## src/hw/rtl/dcc_pkg.sv

```systemverilog
// ----------------------------------------------------------------------------
// dcc_pkg
// shared types, constants and lookup functions of the consensus column caller
// ----------------------------------------------------------------------------
package dcc_pkg;

  localparam int unsigned CNT_W       = 12;
  localparam int unsigned CFG_W       = 16;
  localparam int unsigned CFG_IDX_W   = 2;
  localparam int unsigned NUM_CLASSES = 6;
  localparam int unsigned PROD_W      = CFG_W + CNT_W;
  localparam int unsigned MAX_COLUMN_DEPTH_DEF = 4095;

  typedef logic [CNT_W-1:0]  cnt_t;
  typedef logic [CFG_W-1:0]  cfg_t;
  typedef logic [PROD_W-1:0] prod_t;
  typedef logic [2:0]        cls_t;
  typedef logic [7:0]        char_t;

  // class indexes
  localparam cls_t CLS_A    = 3'd0;
  localparam cls_t CLS_C    = 3'd1;
  localparam cls_t CLS_G    = 3'd2;
  localparam cls_t CLS_T    = 3'd3;
  localparam cls_t CLS_DASH = 3'd4;
  localparam cls_t CLS_N    = 3'd5;

  // register indexes
  localparam logic [CFG_IDX_W-1:0] CFG_N_TOL    = 2'd0;
  localparam logic [CFG_IDX_W-1:0] CFG_DASH_TOL = 2'd1;
  localparam logic [CFG_IDX_W-1:0] CFG_MIN_DEG  = 2'd2;

  localparam cfg_t N_TOL_RST    = 16'd32768;
  localparam cfg_t DASH_TOL_RST = 16'd32768;
  localparam cfg_t MIN_DEG_RST  = 16'd6554;

  // ascii codes
  localparam char_t CH_A    = 8'h41;
  localparam char_t CH_B    = 8'h42;
  localparam char_t CH_C    = 8'h43;
  localparam char_t CH_D    = 8'h44;
  localparam char_t CH_G    = 8'h47;
  localparam char_t CH_H    = 8'h48;
  localparam char_t CH_K    = 8'h4B;
  localparam char_t CH_M    = 8'h4D;
  localparam char_t CH_N    = 8'h4E;
  localparam char_t CH_R    = 8'h52;
  localparam char_t CH_S    = 8'h53;
  localparam char_t CH_T    = 8'h54;
  localparam char_t CH_V    = 8'h56;
  localparam char_t CH_W    = 8'h57;
  localparam char_t CH_Y    = 8'h59;
  localparam char_t CH_DASH = 8'h2D;
  localparam char_t CH_LA   = 8'h61;
  localparam char_t CH_LC   = 8'h63;
  localparam char_t CH_LG   = 8'h67;
  localparam char_t CH_LT   = 8'h74;

  typedef struct packed {
    cnt_t [NUM_CLASSES-1:0] counts;
    cnt_t                   total;
    logic                   ovf;
  } col_snap_t;

  typedef struct packed {
    char_t column_code;
    char_t majority_symbol;
    cnt_t  majority_count;
    cnt_t  column_length;
    logic  count_overflow;
  } col_res_t;

  function automatic cls_t class_of(char_t c);
    cls_t r;
    r = CLS_N;
    if (c == CH_A || c == CH_LA) r = CLS_A;
    if (c == CH_C || c == CH_LC) r = CLS_C;
    if (c == CH_G || c == CH_LG) r = CLS_G;
    if (c == CH_T || c == CH_LT) r = CLS_T;
    if (c == CH_DASH)            r = CLS_DASH;
    return r;
  endfunction

  function automatic char_t class_char(cls_t k);
    char_t r;
    unique case (k)
      CLS_A:    r = CH_A;
      CLS_C:    r = CH_C;
      CLS_G:    r = CH_G;
      CLS_T:    r = CH_T;
      CLS_DASH: r = CH_DASH;
      default:  r = CH_N;
    endcase
    return r;
  endfunction

  // presence bits: bit0 a, bit1 c, bit2 g, bit3 t
  function automatic char_t iupac_code(logic [3:0] p);
    char_t r;
    unique case (p)
      4'd1:    r = CH_A;
      4'd2:    r = CH_C;
      4'd3:    r = CH_M;
      4'd4:    r = CH_G;
      4'd5:    r = CH_R;
      4'd6:    r = CH_S;
      4'd7:    r = CH_V;
      4'd8:    r = CH_T;
      4'd9:    r = CH_W;
      4'd10:   r = CH_Y;
      4'd11:   r = CH_H;
      4'd12:   r = CH_K;
      4'd13:   r = CH_D;
      4'd14:   r = CH_B;
      default: r = CH_N;
    endcase
    return r;
  endfunction

endpackage

```

## src/hw/rtl/dcc_ifs.sv

```systemverilog
// ----------------------------------------------------------------------------
// dcc item channels
// valid/ready channels for column characters and column results
// ----------------------------------------------------------------------------
interface dcc_in_if;
  logic          valid;
  logic          ready;
  dcc_pkg::char_t symbol;
  logic          last_in_column;

  modport source (output valid, output symbol, output last_in_column, input ready);
  modport sink   (input valid, input symbol, input last_in_column, output ready);
endinterface

interface dcc_out_if;
  logic           valid;
  logic           ready;
  dcc_pkg::char_t column_code;
  dcc_pkg::char_t majority_symbol;
  dcc_pkg::cnt_t  majority_count;
  dcc_pkg::cnt_t  column_length;
  logic           count_overflow;

  modport source (output valid, output column_code, output majority_symbol,
                  output majority_count, output column_length, output count_overflow,
                  input ready);
  modport sink   (input valid, input column_code, input majority_symbol,
                  input majority_count, input column_length, input count_overflow,
                  output ready);
endinterface

```

## src/hw/rtl/degenerate_consensus_column.sv

```systemverilog
// a column result passes the snapshot, stage two and result registers
// throughput: one item per cycle unless held, results and items overlap freely
// the whole pipeline holds only while a result waits and the output is not ready
// reset clears the counters, the pipeline valids and loads default thresholds
// ----------------------------------------------------------------------------
// degenerate_consensus_column
// counts the characters of an alignment column and calls its iupac consensus
// ----------------------------------------------------------------------------
module degenerate_consensus_column #(
  parameter int unsigned MAX_COLUMN_DEPTH = dcc_pkg::MAX_COLUMN_DEPTH_DEF
) (
  input  logic                                clk_i,
  input  logic                                rst_ni,
  input  logic                                cfg_we_i,
  input  logic [dcc_pkg::CFG_IDX_W-1:0]       cfg_idx_i,
  input  dcc_pkg::cfg_t                       cfg_data_i,
  dcc_in_if.sink                              in_if,
  dcc_out_if.source                           out_if
);

  dcc_pkg::cfg_t      n_tol_q, dash_tol_q, min_deg_q;
  logic               adv;
  logic               snap_valid;
  dcc_pkg::col_snap_t snap;
  logic               res_valid;
  dcc_pkg::col_res_t  res;

  always_ff @(posedge clk_i or negedge rst_ni) begin
    if (!rst_ni) begin
      n_tol_q    <= dcc_pkg::N_TOL_RST;
      dash_tol_q <= dcc_pkg::DASH_TOL_RST;
      min_deg_q  <= dcc_pkg::MIN_DEG_RST;
    end else if (cfg_we_i) begin
      unique case (cfg_idx_i)
        dcc_pkg::CFG_N_TOL:    n_tol_q    <= cfg_data_i;
        dcc_pkg::CFG_DASH_TOL: dash_tol_q <= cfg_data_i;
        dcc_pkg::CFG_MIN_DEG:  min_deg_q  <= cfg_data_i;
        default: ;
      endcase
    end
  end

  assign adv         = !res_valid || out_if.ready;
  assign in_if.ready = adv;

  dcc_counter #(
    .MAX_COLUMN_DEPTH (MAX_COLUMN_DEPTH)
  ) u_counter (
    .clk_i        (clk_i),
    .rst_ni       (rst_ni),
    .adv_i        (adv),
    .valid_i      (in_if.valid),
    .symbol_i     (in_if.symbol),
    .last_i       (in_if.last_in_column),
    .snap_valid_o (snap_valid),
    .snap_o       (snap)
  );

  dcc_call u_call (
    .clk_i        (clk_i),
    .rst_ni       (rst_ni),
    .adv_i        (adv),
    .snap_valid_i (snap_valid),
    .snap_i       (snap),
    .n_tol_i      (n_tol_q),
    .dash_tol_i   (dash_tol_q),
    .min_deg_i    (min_deg_q),
    .res_valid_o  (res_valid),
    .res_o        (res)
  );

  assign out_if.valid           = res_valid;
  assign out_if.column_code     = res.column_code;
  assign out_if.majority_symbol = res.majority_symbol;
  assign out_if.majority_count  = res.majority_count;
  assign out_if.column_length   = res.column_length;
  assign out_if.count_overflow  = res.count_overflow;

`ifndef SYNTH
  a_hold_stalled: assert property (@(posedge clk_i) disable iff (!rst_ni)
    (res_valid && !out_if.ready) |=> (res_valid && $stable(res)))
    else $error("stalled result changed");
`endif

endmodule

```

## src/hw/rtl/dcc_counter.sv

```systemverilog
// ----------------------------------------------------------------------------
// dcc_counter
// per-class saturating column counters with end-of-column snapshot
// ----------------------------------------------------------------------------
module dcc_counter #(
  parameter int unsigned MAX_COLUMN_DEPTH = dcc_pkg::MAX_COLUMN_DEPTH_DEF
) (
  input  logic                clk_i,
  input  logic                rst_ni,
  input  logic                adv_i,
  input  logic                valid_i,
  input  dcc_pkg::char_t      symbol_i,
  input  logic                last_i,
  output logic                snap_valid_o,
  output dcc_pkg::col_snap_t  snap_o
);

  localparam int unsigned Cap = (MAX_COLUMN_DEPTH < 4095) ? MAX_COLUMN_DEPTH : 4095;
  localparam dcc_pkg::cnt_t CapVal = dcc_pkg::cnt_t'(Cap);

  dcc_pkg::cnt_t [dcc_pkg::NUM_CLASSES-1:0] counts_q, counts_d;
  dcc_pkg::cnt_t      total_q, total_d;
  logic               ovf_q, ovf_d;
  logic               acc;
  dcc_pkg::cls_t      cls;
  logic               snap_valid_q;
  dcc_pkg::col_snap_t snap_q;

  assign acc = valid_i && adv_i;
  assign cls = dcc_pkg::class_of(symbol_i);

  always_comb begin
    counts_d = counts_q;
    total_d  = total_q;
    ovf_d    = ovf_q;
    if (total_q >= CapVal) begin
      ovf_d = 1'b1;
    end else begin
      counts_d[cls] = counts_q[cls] + dcc_pkg::cnt_t'(1);
      total_d       = total_q + dcc_pkg::cnt_t'(1);
    end
  end

  always_ff @(posedge clk_i or negedge rst_ni) begin
    if (!rst_ni) begin
      counts_q     <= '0;
      total_q      <= '0;
      ovf_q        <= 1'b0;
      snap_valid_q <= 1'b0;
    end else if (adv_i) begin
      snap_valid_q <= acc && last_i;
      if (acc) begin
        if (last_i) begin
          counts_q <= '0;
          total_q  <= '0;
          ovf_q    <= 1'b0;
        end else begin
          counts_q <= counts_d;
          total_q  <= total_d;
          ovf_q    <= ovf_d;
        end
      end
    end
  end

  always_ff @(posedge clk_i) begin
    if (acc && last_i) begin
      snap_q.counts <= counts_d;
      snap_q.total  <= total_d;
      snap_q.ovf    <= ovf_d;
    end
  end

  assign snap_valid_o = snap_valid_q;
  assign snap_o       = snap_q;

`ifndef SYNTH
  a_total_cap: assert property (@(posedge clk_i) disable iff (!rst_ni)
    total_q <= CapVal)
    else $error("column total above capacity");

  a_sum_total: assert property (@(posedge clk_i) disable iff (!rst_ni)
    ({3'b0, counts_q[0]} + {3'b0, counts_q[1]} + {3'b0, counts_q[2]} +
     {3'b0, counts_q[3]} + {3'b0, counts_q[4]} + {3'b0, counts_q[5]}) ==
    {3'b0, total_q})
    else $error("class counts disagree with total");

  a_ovf_full: assert property (@(posedge clk_i) disable iff (!rst_ni)
    ovf_q |-> (total_q == CapVal))
    else $error("overflow flagged below capacity");

  a_snap_nonzero: assert property (@(posedge clk_i) disable iff (!rst_ni)
    snap_valid_q |-> (snap_q.total != '0))
    else $error("empty column snapshot");
`endif

endmodule

```

## src/hw/rtl/dcc_call.sv

```systemverilog
// ----------------------------------------------------------------------------
// dcc_call
// two-stage base call: majority and threshold products, then code selection
// ----------------------------------------------------------------------------
module dcc_call (
  input  logic               clk_i,
  input  logic               rst_ni,
  input  logic               adv_i,
  input  logic               snap_valid_i,
  input  dcc_pkg::col_snap_t snap_i,
  input  dcc_pkg::cfg_t      n_tol_i,
  input  dcc_pkg::cfg_t      dash_tol_i,
  input  dcc_pkg::cfg_t      min_deg_i,
  output logic               res_valid_o,
  output dcc_pkg::col_res_t  res_o
);

  // stage one
  dcc_pkg::cls_t  best;
  dcc_pkg::cnt_t  best_cnt;
  logic [3:0]     present;

  // stage two registers
  logic           s2_valid_q;
  dcc_pkg::cls_t  s2_best_q;
  dcc_pkg::cnt_t  s2_best_cnt_q;
  dcc_pkg::cnt_t  s2_len_q;
  logic           s2_ovf_q;
  logic [3:0]     s2_present_q;
  dcc_pkg::cnt_t  s2_n_cnt_q;
  dcc_pkg::cnt_t  s2_d_cnt_q;
  dcc_pkg::prod_t s2_prod_n_q;
  dcc_pkg::prod_t s2_prod_d_q;
  dcc_pkg::prod_t s2_prod_m_q;

  // stage two logic
  logic           n_hit, d_hit, degen, keep_majority;
  dcc_pkg::cnt_t  rest;
  dcc_pkg::char_t code_base, code;

  logic              res_valid_q;
  dcc_pkg::col_res_t res_q;

  always_comb begin
    best     = dcc_pkg::CLS_A;
    best_cnt = snap_i.counts[0];
    for (int i = 1; i < dcc_pkg::NUM_CLASSES; i++) begin
      if (snap_i.counts[i] > best_cnt) begin
        best     = dcc_pkg::cls_t'(i);
        best_cnt = snap_i.counts[i];
      end
    end
    for (int j = 0; j < 4; j++) begin
      present[j] = (snap_i.counts[j] != '0);
    end
  end

  always_ff @(posedge clk_i or negedge rst_ni) begin
    if (!rst_ni) begin
      s2_valid_q  <= 1'b0;
      res_valid_q <= 1'b0;
    end else if (adv_i) begin
      s2_valid_q  <= snap_valid_i;
      res_valid_q <= s2_valid_q;
    end
  end

  always_ff @(posedge clk_i) begin
    if (adv_i) begin
      s2_best_q     <= best;
      s2_best_cnt_q <= best_cnt;
      s2_len_q      <= snap_i.total;
      s2_ovf_q      <= snap_i.ovf;
      s2_present_q  <= present;
      s2_n_cnt_q    <= snap_i.counts[dcc_pkg::CLS_N];
      s2_d_cnt_q    <= snap_i.counts[dcc_pkg::CLS_DASH];
      s2_prod_n_q   <= {12'b0, n_tol_i} * {16'b0, snap_i.total};
      s2_prod_d_q   <= {12'b0, dash_tol_i} * {16'b0, snap_i.total};
      s2_prod_m_q   <= {12'b0, min_deg_i} * {16'b0, snap_i.total};
    end
  end

  always_comb begin
    n_hit = {s2_n_cnt_q, 16'b0} > s2_prod_n_q;
    d_hit = {s2_d_cnt_q, 16'b0} > s2_prod_d_q;
    priority if (n_hit) begin
      code_base = dcc_pkg::CH_N;
    end else if (d_hit) begin
      code_base = dcc_pkg::CH_DASH;
    end else begin
      code_base = dcc_pkg::iupac_code(s2_present_q);
    end
    degen = (code_base != dcc_pkg::CH_A) && (code_base != dcc_pkg::CH_C) &&
            (code_base != dcc_pkg::CH_G) && (code_base != dcc_pkg::CH_T) &&
            (code_base != dcc_pkg::CH_DASH);
    rest          = s2_len_q - s2_best_cnt_q;
    keep_majority = degen && ({rest, 16'b0} < s2_prod_m_q);
    code          = keep_majority ? dcc_pkg::class_char(s2_best_q) : code_base;
  end

  always_ff @(posedge clk_i) begin
    if (adv_i) begin
      res_q.column_code     <= code;
      res_q.majority_symbol <= dcc_pkg::class_char(s2_best_q);
      res_q.majority_count  <= s2_best_cnt_q;
      res_q.column_length   <= s2_len_q;
      res_q.count_overflow  <= s2_ovf_q;
    end
  end

  assign res_valid_o = res_valid_q;
  assign res_o       = res_q;

`ifndef SYNTH
  a_major_le_len: assert property (@(posedge clk_i) disable iff (!rst_ni)
    res_valid_q |-> (res_q.majority_count <= res_q.column_length))
    else $error("majority count above column length");

  a_stage_follow: assert property (@(posedge clk_i) disable iff (!rst_ni)
    (adv_i && s2_valid_q) |=> res_valid_q)
    else $error("result lost between stages");
`endif

endmodule
```

## src/flat_wrapper.sv

```systemverilog
// flat-port wrapper written by rule: the top's interface ports become plain ports
module degenerate_consensus_column_flat 
#(
  parameter int unsigned MAX_COLUMN_DEPTH = dcc_pkg::MAX_COLUMN_DEPTH_DEF
)
  (clk_i, rst_ni, cfg_we_i, cfg_idx_i, cfg_data_i, in_if_valid, in_if_symbol, in_if_last_in_column, in_if_ready, out_if_valid, out_if_column_code, out_if_majority_symbol, out_if_majority_count, out_if_column_length, out_if_count_overflow, out_if_ready);
  dcc_in_if in_if_i ();
  dcc_out_if out_if_i ();
  input  logic clk_i;
  input  logic rst_ni;
  input  logic cfg_we_i;
  input  logic [dcc_pkg::CFG_IDX_W-1:0] cfg_idx_i;
  input  dcc_pkg::cfg_t cfg_data_i;
  input wire logic [$bits(in_if_i.valid)-1:0] in_if_valid;
  input wire logic [$bits(in_if_i.symbol)-1:0] in_if_symbol;
  input wire logic [$bits(in_if_i.last_in_column)-1:0] in_if_last_in_column;
  output wire logic [$bits(in_if_i.ready)-1:0] in_if_ready;
  output wire logic [$bits(out_if_i.valid)-1:0] out_if_valid;
  output wire logic [$bits(out_if_i.column_code)-1:0] out_if_column_code;
  output wire logic [$bits(out_if_i.majority_symbol)-1:0] out_if_majority_symbol;
  output wire logic [$bits(out_if_i.majority_count)-1:0] out_if_majority_count;
  output wire logic [$bits(out_if_i.column_length)-1:0] out_if_column_length;
  output wire logic [$bits(out_if_i.count_overflow)-1:0] out_if_count_overflow;
  input wire logic [$bits(out_if_i.ready)-1:0] out_if_ready;
  assign in_if_i.valid = in_if_valid;
  assign in_if_i.symbol = in_if_symbol;
  assign in_if_i.last_in_column = in_if_last_in_column;
  assign in_if_ready = in_if_i.ready;
  assign out_if_valid = out_if_i.valid;
  assign out_if_column_code = out_if_i.column_code;
  assign out_if_majority_symbol = out_if_i.majority_symbol;
  assign out_if_majority_count = out_if_i.majority_count;
  assign out_if_column_length = out_if_i.column_length;
  assign out_if_count_overflow = out_if_i.count_overflow;
  assign out_if_i.ready = out_if_ready;
  degenerate_consensus_column #(.MAX_COLUMN_DEPTH(MAX_COLUMN_DEPTH)) u_core (.clk_i(clk_i), .rst_ni(rst_ni), .cfg_we_i(cfg_we_i), .cfg_idx_i(cfg_idx_i), .cfg_data_i(cfg_data_i), .in_if(in_if_i), .out_if(out_if_i));
endmodule
```

## config.mk

```make
export PLATFORM = sky130hd
export DESIGN_NAME = degenerate_consensus_column_flat
export DESIGN_NICKNAME = d
export VERILOG_FILES = /design/src/hw/rtl/dcc_pkg.sv /design/src/hw/rtl/dcc_ifs.sv /design/src/hw/rtl/degenerate_consensus_column.sv /design/src/hw/rtl/dcc_counter.sv /design/src/hw/rtl/dcc_call.sv /design/src/flat_wrapper.sv
export SDC_FILE = /design/constraint.sdc
export NUM_CORES = 2
export LEC_CHECK = 0
export BUFFER_PORTS_ARGS = -buffer_cell sky130_fd_sc_hd__buf_2
export CORE_ASPECT_RATIO = 1.2
export CORE_MARGIN = 5
export CORE_UTILIZATION = 59
export DETAILED_ROUTE_END_ITERATION = 10
export PLACE_DENSITY = 0.89
export SYNTH_ARGS = -nofsm -noshare
export SYNTH_HDL_FRONTEND = slang
export SYNTH_SLANG_ARGS = --single-unit
```

## constraint.sdc

```tcl
create_clock -name clk_i -period 9.2 [get_ports clk_i]
set_clock_uncertainty 0.1 [all_clocks]
set_input_delay 0.92 -clock clk_i [delete_from_list [all_inputs] [get_ports clk_i]]
set_output_delay 0.92 -clock clk_i [all_outputs]
set_load 0.01 [all_outputs]
```

==> impl_metrics.toml <==
[outcome]
status = "complete, but fails checks"
violations = "negative setup slack"

[synth]
netlist_top_cells_count = "585 x inv_1, 463 x nand2_1, 421 x fa_1, 309 x ha_1, 264 x edfxtp_1"
yosys_warnings = 0
yosysMostFrequentCell = "inv_1"
synth_area_leaders = "fa_1 23%, edfxtp_1 21%, ha_1 10%"
synth.yosys.seq_area_share = 0.3078
async_reset_ff_frac = 0.3358
synth_top_cell_by_area = "fa_1"
synth_edf_count = 264
synth_cell_type_count = 87
synthFlopType = "edfxtp_1"
syn_area_sq_um = 37170
synth_seq_cells = 405
synth_cells = 3662
syn_avg_cell_area_sq_um = 10.15
yosys.area.top_type_share = 0.2267

[final_layout]
multi_input_area_sq_um = 23270
utilization = 0.6592
fillCellCount = 4310
fin_nets = 4529
seqCellArea_sq_um = 11440
num_antenna_cells = 0
layout-drive-gt1-share = 0.1216
syn_to_final_growth_pct = 10.28

[place]
dp_hpwl_um = 70860
gp_congestion = 0.9418
place.port_buffers = 72

[setup_path]
endpoint_kind = "register"
slowest_stage = "edfxtp_1"
worstPathMaxFanout = 7
cpPeakStageDelay_ps = 430
crit_path_start_kind = "register"
critPathKind = "register to register"
critPathArrivalTime_ps = 9550
worstPathRequired_ps = 9450

[power]
power.total_uw = 17430
vdd_drop_max_mv = 0.4195
p_per_area_nw_per_um2 = 425.2
leakagePower_uw = 0.01912

[global_route]
grt_util_all_layers = 0.2806
grt_pass1_wl_um = 153000
grt_max_degree = 89
grt_pass1_vias = 29580
antenna_found_initial = 0
overflow = 0

[clock_tree]
ctsHoldBuffers = 0
clk_latency_ps = 610
htreeDepth = 2
cts-buffers-inserted = 44
clkTransAtPathRegs_ps = 60
cts_root_buf = "clkbuf_16"
cts_sinks = 405
clockBufferDepth = 3
cts_tree = "built"

[sta]
fmax_ghz = 0.1075
slew_headroom = 0.06508
drv_slew = 0
layout_setup_ws_ps = -102.6
hold_violations = 0
fin_tns_setup_ps = -904.8
rsz0062_at_grt = "true"
setup_viol = 13
min_period_ps = 9303
post-route-period-util = 1.011
tightest_slew_ps = 1388

[detailed_routing]
dr.pass1.iters = 7
routed_via_density = 5.982
vias = 27610
wl_per_cell_um = 20.82
drt_wl_total_um = 96080
drtAntennaViolNets = 0
drt_iter0_drc = 2613
drc = 0

[floorplanning]
initial_utilization = 0.5977
die_y_um = 285.0
core_area_sq_um = 62180
die-width_um = 239.1
row_count = 100
io_pins = 75
dieArea_sq_um = 68140

[run]
cap_viol_max_count = 0

[worst_hold_path]
min_path_type = "primary input to async pin"
[worst max-delay path, delay by kind of cell (launching register included)]
family,cells,cell delay [ps]
AO/OA/AOI/OAI,20,3850
adder cells (fa/ha/maj),5,1150
buffers and inverters,9,1180
flip-flops,1,430
multiplexers,3,890
AND/OR/NAND/NOR,12,1440
[stage by stage]
| step | instance area [sq um] | setup slack (ps) | hold WS, ps | cells |
|---|---|---|---|---|
| 2_1_floorplan | 37230 | 17.75 | 300.3 | 3663 |
| 3_3_place_gp | 38910 | -261.2 | 302.6 | 4509 |
| 3_5_place_dp | 38910 | -407.4 | 306.5 | 4509 |
| 4_1_cts | 40670 | 1.100 | 307.2 | 4598 |
| 5_1_grt | 40990 | -511.0 | 326.2 | 4615 |
| 6_report | 40990 | -102.6 | 247.5 | 4615 |
[routing by layer]
metal,share of wire,global-route usage,vias to the layer above
li1,-,-,12210
met1,0.34,0.3197,13550
met2,0.50,0.4897,1387
met3,0.073,0.04533,460
met4,0.083,0.1771,0
met5,0,0,-
[logic make-up after synthesis]
kind of cell               count (synthesis)  share of synthesized area
AOI/OAI and AO/OA                        513                    0.09254
buffers and inverters                    750                    0.07675
and+or+nand+nor                         1060                     0.1365
other                                      1                  0.0001009
muxes                                    111                    0.03322
adders and majority gates                730                     0.3308
xor gates and xnor gates                  92                    0.02228
DFF                                      405                     0.3078
[path summary, 6_finish.rpt]
kind,from,endpoint,slack (ps),cells after the start
worst min-delay path,rst_ni,u_core.u_counter.counts_q[2],250,1
min in group clk_i,u_core.u_counter.snap_o[0],u_core.u_call.s2_ovf_q,330,0
max in group asynchronous,rst_ni,u_core.dash_tol_q[9],7440,2
worst max register to register,u_core.u_counter.snap_o[26],u_core.u_call.s2_best_cnt_q[10],-100,49
worst max-delay path,u_core.u_counter.snap_o[26],u_core.u_call.s2_best_cnt_q[10],-100,49
worst min register to register,u_core.u_counter.snap_o[0],u_core.u_call.s2_ovf_q,330,0
[final cells by class]
| cell class | count | share of cell area |
|---|---|---|
| clock buffers | 50 | 0.02817 |
| clock inverters | 28 | 0.008639 |
| inverters | 585 | 0.05357 |
| multi-input cells | 2509 | 0.5676 |
| flip-flops and latches | 405 | 0.2792 |
| well taps | 816 | 0.02491 |
| repair buffers | 222 | 0.03791 |
[cells in the final DEF (no fill, tap or decap), types with 47 or more instances in the layout]
| cell type | synthesis | layout |
|---|---|---|
| nand2_1 | 463 | 462 |
| nand3_1 | 49 | 47 |
| o21ai_0 | 83 | 76 |
| a22o_1 | 65 | 65 |
| and2_1 | 225 | 225 |
| nor2_1 | 149 | 142 |
| xnor2_1 | 68 | 68 |
| buf_2 | 3 | 73 |
| inv_1 | 585 | 583 |
| edfxtp_1 | 264 | 264 |
| dfrtp_1 | 127 | 127 |
| a21oi_1 | 156 | 143 |
| ha_1 | 309 | 299 |
| fa_1 | 421 | 421 |
| buf_4 | 5 | 137 |
| mux2_2 | 67 | 65 |
[power by group]
| part | internal (uW) | leakage, uW | switching (uW) |
|---|---|---|---|
| combinational | 5350 | 0.0139 | 6800 |
| sequential | 3030 | 0.00448 | 378 |
| clock | 1060 | 0.000727 | 807 |
[state kept, by name, indices dropped and copies added (netlist names), named ones only]
name	cells
u_core.dash_tol_q	16
u_core.min_deg_q	16
u_core.n_tol_q	16
u_core.u_call.res_o	39
u_core.u_call.res_valid_o	1
u_core.u_call.s2_best_cnt_q	12
u_core.u_call.s2_best_q	3
u_core.u_call.s2_d_cnt_q	12
u_core.u_call.s2_len_q	12
u_core.u_call.s2_n_cnt_q	12
u_core.u_call.s2_ovf_q	1
u_core.u_call.s2_present_q	4
u_core.u_call.s2_prod_d_q	28
u_core.u_call.s2_prod_m_q	28
u_core.u_call.s2_prod_n_q	28
u_core.u_call.s2_valid_q	1
u_core.u_counter.counts_q	72
u_core.u_counter.ovf_q	1
u_core.u_counter.snap_o	85
u_core.u_counter.snap_valid_o	1
u_core.u_counter.total_q	12
[repair_timing]
action | in CTS | in global routing
endpoints found under the setup margin | 14 | 15
buffers inserted | 8 | 18
gates resized for setup | 33 | 46
pin swaps | 12 | 43
gates cloned | 3 | 1
Power figures use the tool's default switching activity.
